## config.mk

```make
export PLATFORM = sky130hd
export DESIGN_NAME = tqla_mul
export DESIGN_NICKNAME = d
export VERILOG_FILES = /design/src/tabular_q_learning_agent_unit_assert.svh /design/src/tqla_pkg.sv /design/src/tqla_mul.sv
export SDC_FILE = /design/constraint.sdc
export NUM_CORES = 2
export LEC_CHECK = 0
export BUFFER_PORTS_ARGS = -buffer_cell sky130_fd_sc_hd__buf_2
export CORE_AREA = 2 2 362 220
export DETAILED_ROUTE_END_ITERATION = 10
export DIE_AREA = 0 0 364 222
export HOLD_SLACK_MARGIN = 0.03
export PLACE_DENSITY = 0.55
export REMOVE_ABC_BUFFERS = 1
export SLEW_MARGIN = 25
export SYNTH_ARGS = -nofsm -noshare
export SYNTH_HDL_FRONTEND = slang
export SYNTH_SLANG_ARGS = --single-unit
export TNS_END_PERCENT = 100
```

## constraint.sdc

```tcl
create_clock -name clk -period 9.1 [get_ports clk]
set_input_delay 0.91 -clock clk [delete_from_list [all_inputs] [get_ports clk]]
set_output_delay 0.91 -clock clk [all_outputs]
set_load 0.01 [all_outputs]
```

## src/tabular_q_learning_agent_unit_assert.svh

```systemverilog
`ifndef TABULAR_Q_LEARNING_AGENT_UNIT_ASSERT_SVH
`define TABULAR_Q_LEARNING_AGENT_UNIT_ASSERT_SVH

// Same-cycle implication, checked on clk, off while rst_n is low.
`define TQLA_ASSERT_IMP(label, ante, cons, msg) \
    label: assert property (@(posedge clk) disable iff (!rst_n) (ante) |-> (cons)) \
        else $error(msg);

// Next-cycle implication, checked on clk, off while rst_n is low.
`define TQLA_ASSERT_NEXT(label, ante, cons, msg) \
    label: assert property (@(posedge clk) disable iff (!rst_n) (ante) |=> (cons)) \
        else $error(msg);

`endif

```

## src/tqla_pkg.sv

```systemverilog
`timescale 1ns / 1ps
`default_nettype none

package tqla_pkg;

    localparam int CFG_INDEX_BITS   = 3;
    localparam int CFG_DATA_BITS    = 32;
    localparam int STATE_FIELD_BITS = 8;
    localparam int ACTION_FIELD_BITS = 4;
    localparam int REWARD_BITS      = 16;
    localparam int RESULT_VALUE_BITS = 16;
    localparam int NUM_ACTIONS_BITS = 5;
    localparam int COEF_BITS        = 16;
    localparam int EXPLORE_BITS     = 25;
    localparam int RNG_BITS         = 32;
    localparam int FRAC_BITS        = 24;
    localparam int FRAC_LSB         = 8;

    // shared multiplier: 34 x 22 signed, 56-bit product
    localparam int MUL_A_BITS = 34;
    localparam int MUL_B_BITS = 22;
    localparam int MUL_P_BITS = 56;
    // working width for target and new value before saturation
    localparam int WIDE_BITS  = 36;
    localparam int FIX_SHIFT  = 16;

    localparam logic [RNG_BITS-1:0] LCG_MUL = 32'd1664525;
    localparam logic [RNG_BITS-1:0] LCG_INC = 32'd1013904223;

    localparam logic OP_SELECT = 1'b0;

    localparam logic [NUM_ACTIONS_BITS-1:0] NUM_ACTIONS_RST = 5'd4;
    localparam logic [COEF_BITS-1:0]        LEARN_RATE_RST  = 16'd6554;
    localparam logic [COEF_BITS-1:0]        DISCOUNT_RST    = 16'd58982;
    localparam logic [EXPLORE_BITS-1:0]     EXPLORE_RST     = 25'd1677722;
    localparam logic [RNG_BITS-1:0]         RNG_RST         = 32'd1;

    typedef enum logic [CFG_INDEX_BITS-1:0] {
        CFG_NUM_ACTIONS   = 3'd0,
        CFG_LEARN_RATE    = 3'd1,
        CFG_DISCOUNT      = 3'd2,
        CFG_EXPLORE       = 3'd3,
        CFG_RNG_SEED      = 3'd4
    } cfg_reg_t;

    typedef enum logic [3:0] {
        ST_CLEAR,
        ST_IDLE,
        ST_DRAW,
        ST_DRAW_ADD,
        ST_RAND,
        ST_RAND_DONE,
        ST_SCAN,
        ST_DISC,
        ST_TARGET,
        ST_READQ,
        ST_WAITQ,
        ST_LEARN,
        ST_APPLY,
        ST_FINISH
    } seq_state_t;

    typedef struct packed {
        logic                                action;
        logic [STATE_FIELD_BITS-1:0]         state_index;
        logic [ACTION_FIELD_BITS-1:0]        taken_action;
        logic signed [REWARD_BITS-1:0]       reward;
        logic [STATE_FIELD_BITS-1:0]         next_state;
        logic                                episode_done;
    } item_t;

    typedef struct packed {
        logic [ACTION_FIELD_BITS-1:0]        chosen_action;
        logic                                explored;
        logic signed [RESULT_VALUE_BITS-1:0] updated_value;
    } result_t;

endpackage

`default_nettype wire

```

## src/tqla_mul.sv

```systemverilog
`timescale 1ns / 1ps
`default_nettype none

// Shared signed multiplier, product registered.
module tqla_mul (
    input  logic                                   clk,
    input  logic                                   en,
    input  logic signed [tqla_pkg::MUL_A_BITS-1:0] a,
    input  logic signed [tqla_pkg::MUL_B_BITS-1:0] b,
    output logic signed [tqla_pkg::MUL_P_BITS-1:0] prod
);
    import tqla_pkg::*;

    logic signed [MUL_P_BITS-1:0] prod_reg;

    always_ff @(posedge clk)
    begin
        if (en)
        begin
            prod_reg <= MUL_P_BITS'(a) * MUL_P_BITS'(b);
        end
    end

    assign prod = prod_reg;

endmodule

`default_nettype wire

```

# ---- Yosys cells after proc, flatten, opt, wreduce, memory -nomap -nowiden
# Index checks and enable logic that the tools add are counted.
dict set report totals {
  reg_bits 56
  output_inout_bits 56
  wordCells 2
  in_bits 58
}
dict set report classes {
  mul 1
}
# operator count
set ops {}
lappend ops {{multiplier 34 x 22 -> 56 bit} 1}

# ---- Depth between registers and ports, before layout
dict set report logic_depth {
  depth_word 1
  depth_mapped 27
  depth_no_buf 25
}

# ---- Worst setup path before layout
# No wires, ideal clock.
dict set report synth_path {
  path_kind {input to register}
  start {input port b[4] (netlist name)}
  end {register prod_reg[54], in the netlist prod[54] (data pin)}
  path_slack_ns 1.460
  t_arrival_ns 7.379
  setup_time_ns 0.260
  required_ns 8.840
  path_buffers 2
  cell_stages 25
  path_cell_list {clkbuf_1 and2_1 fa_1 inv_1 fa_1 inv_1 fa_1 inv_1 fa_1 inv_1 fa_1 fa_1 inv_1 fa_1 inv_1 ha_1 buf_2 and4_1 and3_1 a221o_1 a21o_1 a2111oi_4 nor2_2 a311oi_2 xnor2_1}
}
dict set report synth_via {
  elab_chain_len 1
}
# element line
set synth_rtl {}
lappend synth_rtl {{start: declaration} tqla_mul.sv:9} ;# input logic signed [tqla_pkg::MUL_B_BITS-1:0] b,
lappend synth_rtl {{multiplier 34 x 22 -> 56 bit} tqla_mul.sv:20} ;# prod_reg <= MUL_P_BITS'(a) * MUL_P_BITS'(b);
lappend synth_rtl {{end signal: assignment} tqla_mul.sv:20}
lappend synth_rtl {{end: declaration} tqla_mul.sv:14} ;# logic signed [MUL_P_BITS-1:0] prod_reg;
# No other way between the ends.
# A chain may end at the register's enable or synchronous reset.

# ---- Worst setup path after layout
dict set report layout_path {
  start {input port b[2] (netlist name)}
  end {register prod_reg[54], in the netlist prod[54] (data pin)}
}
# Same word-level chain as after synthesis.

==> impl_metrics.tcl <==
set metrics [dict create \
    crit_path_start_kind "primary input" \
    outcome "finished, final reports clean" \
    ys_warn_count 0 \
    clock_path_buffers 2 \
    rows 79 \
    drt-total-wl_mm 83.5 \
    synth_edf_count 56 \
    grt_remaining_overflow 0 \
    area_delta_synth_final_pct 6.52 \
    cts_setup_buffers 0 \
    track_usage_pct 21.5 \
    nNetsFinal 3906 \
    cp.arrival_ns 8.23 \
    final.period_utilization_pct 89.7 \
    postRouteAntennaNets 0 \
    met3_usage_pct 7.21 \
    portBuffers 113 \
    crit_type "in2reg" \
    timing.hold.ws_ns 1.30 \
    clock_sink_count 56 \
    hpwl_mm 67.0 \
    cts.clk_slew.worst_paths_ns 0.08 \
    fin_crit_ns 8.16 \
    syn_inst 2933 \
    synth_cell_type_count 64 \
    core_region_area_sq_um 77200 \
    hp-class "in2reg" \
    place.gp.congestion 0.894 \
    met2_usage_pct 28.7 \
    drv_cap 0 \
    final-instance-count-excl-fill 4002 \
    cts_resized 0 \
    antennaDiodeCount 0 \
    slew-limit-headroom_pct 27.4 \
    cts_tree "done" \
    rsz0062_at_grt "no" \
    grt_max_degree 57 \
    placed_cells 3994 \
    fillers 7843 \
    tns_ns 0 \
    ys_seq_area_share_pct 6.07 \
    firstDrtPassIters 7 \
    fmax_ghz 0.123 \
    grt_pass1_wl_mm 130 \
    layout_commonest_cell "inv_1" \
    end_kind "flop" \
    antenna_found_initial 3 \
    grt_pass1_vias 20500 \
    ys.flop_type "edfxtp_1" \
    report.final.setup_viol 0 \
    vias 19100 \
    die_w_um 364 \
    required_ns 9.17 \
    pin_count 114 \
    maxSlewViolCount 0 \
    cts_max_level 2 \
    drive_gt1_share_pct 6.61 \
    placed_area_sq_um 29400 \
    whs_endpoint "prod[40]$_DFFE_PP_" \
    synth_area_per_cell_sq_um 9.45 \
    design_area_sq_um 29500 \
    numCtsBuffers 5 \
    use_met1_pct 33.7 \
    wl_per_cell_um 20.9 \
    via_per_inst 4.78 \
    netlist_area_sq_um 27700 \
    min-delay-start "en" \
    worst_pin_slew_ns 1.09 \
    hold_buffers 0 \
    initial_core_util_pct 35.9 \
    hold_depth 2 \
    ys_async_sr_fraction_pct 0 \
    cp_max_fo 29 \
    die_area_sq_um 80800 \
    ys_ff_latch 56 \
    largest_register_ffs 56 \
    fp.dieH_um 222 \
    drc 0 \
    final_cell_mix "750 x inv_1, 741 x fa_1, 450 x nand2_1" \
    clock-root-buffer "clkbuf_16" \
    hold_violations 0 \
    busiest_layer "met1" \
    drt_iter0_drc 1380 \
]
-- worst max-delay path, cell delays in order --
cell	delay, ns
buf_2	0.62
and2_1	0.30
fa_1	0.47
fa_1	0.59
fa_1	0.84
inv_1	0.25
fa_1	0.53
inv_1	0.06
fa_1	0.51
fa_1	0.49
inv_1	0.05
fa_1	0.47
inv_1	0.05
ha_1	0.38
and4_1	0.27
and3_1	0.20
a221o_1	0.29
a21o_1	0.19
a2111oi_4	0.24
nor2_2	0.11
a311oi_2	0.29
xnor2_1	0.09
-- layer usage --
layer | part of all wire, % | vias up
li1 | - | 8451
met1 | 48 | 9746
met2 | 39 | 860
met3 | 12 | 57
met4 | 1.2 | 0
met5 | 0 | -
-- Yosys cell counts, drive strengths merged, types with 2 or more instances --
master	instances	area [sq um]
inv	751	2820
fa	741	14800
nand2	450	1690
and2	297	1860
ha	159	1990
clkbuf	142	534
edfxtp	56	1680
a21oi	54	293
nor2	45	171
xnor2	40	350
a21o	36	270
o21ai	26	145
xor2	22	193
nand4	13	81.3
buf	11	56.3
nand3	10	50.1
nand2b	8	50.1
a211oi	6	45.0
o21a	6	45.0
a31oi	5	37.5
nor2b	5	31.3
and4	4	35.0
o21bai	4	30.0
o31ai	4	43.8
a2111oi	3	70.1
and3	3	18.8
nor3	3	15.0
o211ai	3	22.5
o22ai	3	25.0
a21boi	2	15.0
a221o	2	20.0
nor3b	2	20.0
o2111ai	2	17.5
-- layout make-up --
type	instances	area, sq um	share of cell area [%]
Clock buffer	5	125	0.424
Multi-Input combinational cell	1973	22600	76.6
Inverter	751	2820	9.55
Tap cell	1053	1320	4.46
Sequential cell	56	1680	5.70
Timing Repair Buffer	161	926	3.14
Clock inverter	3	27.5	0.0933
-- metrics by stage --
step,worst slack [ns],util [%]
floorplan,1.62,-
global placement,0.689,38.0
detailed placement,0.611,38.0
CTS,0.939,38.2
global route,0.488,38.2
finish,0.940,38.2
-- kinds of logic (layout without fill, tap and decap cells) --
group / Yosys count / in the layout / synth area share [%]
adders and majority gates: 900 / 900 / 60.7
xor gates and xnor gates: 62 / 62 / 1.96
and+or+nand+nor: 845 / 845 / 14.7
DFF: 56 / 56 / 6.07
buffers and inverters: 904 / 920 / 12.3
AOI/OAI and AO/OA: 166 / 166 / 4.30
-- worst max path at each step --
stage / from / endpoint / slack [ns] / depth (start not counted)
2_1_floorplan: a[33] / prod[54]$_DFFE_PP_ / 1.62 / 23
3_3_place_gp: b[2] / prod[54]$_DFFE_PP_ / 0.69 / 22
3_5_place_dp: b[2] / prod[54]$_DFFE_PP_ / 0.61 / 22
4_1_cts: b[2] / prod[54]$_DFFE_PP_ / 0.94 / 22
5_1_grt: b[2] / prod[52]$_DFFE_PP_ / 0.49 / 22
6_report: b[2] / prod[54]$_DFFE_PP_ / 0.94 / 22
Power is left out: the tool's default activity adds up to more than one toggle a clock period on the data nets, which glitch-free logic cannot reach.
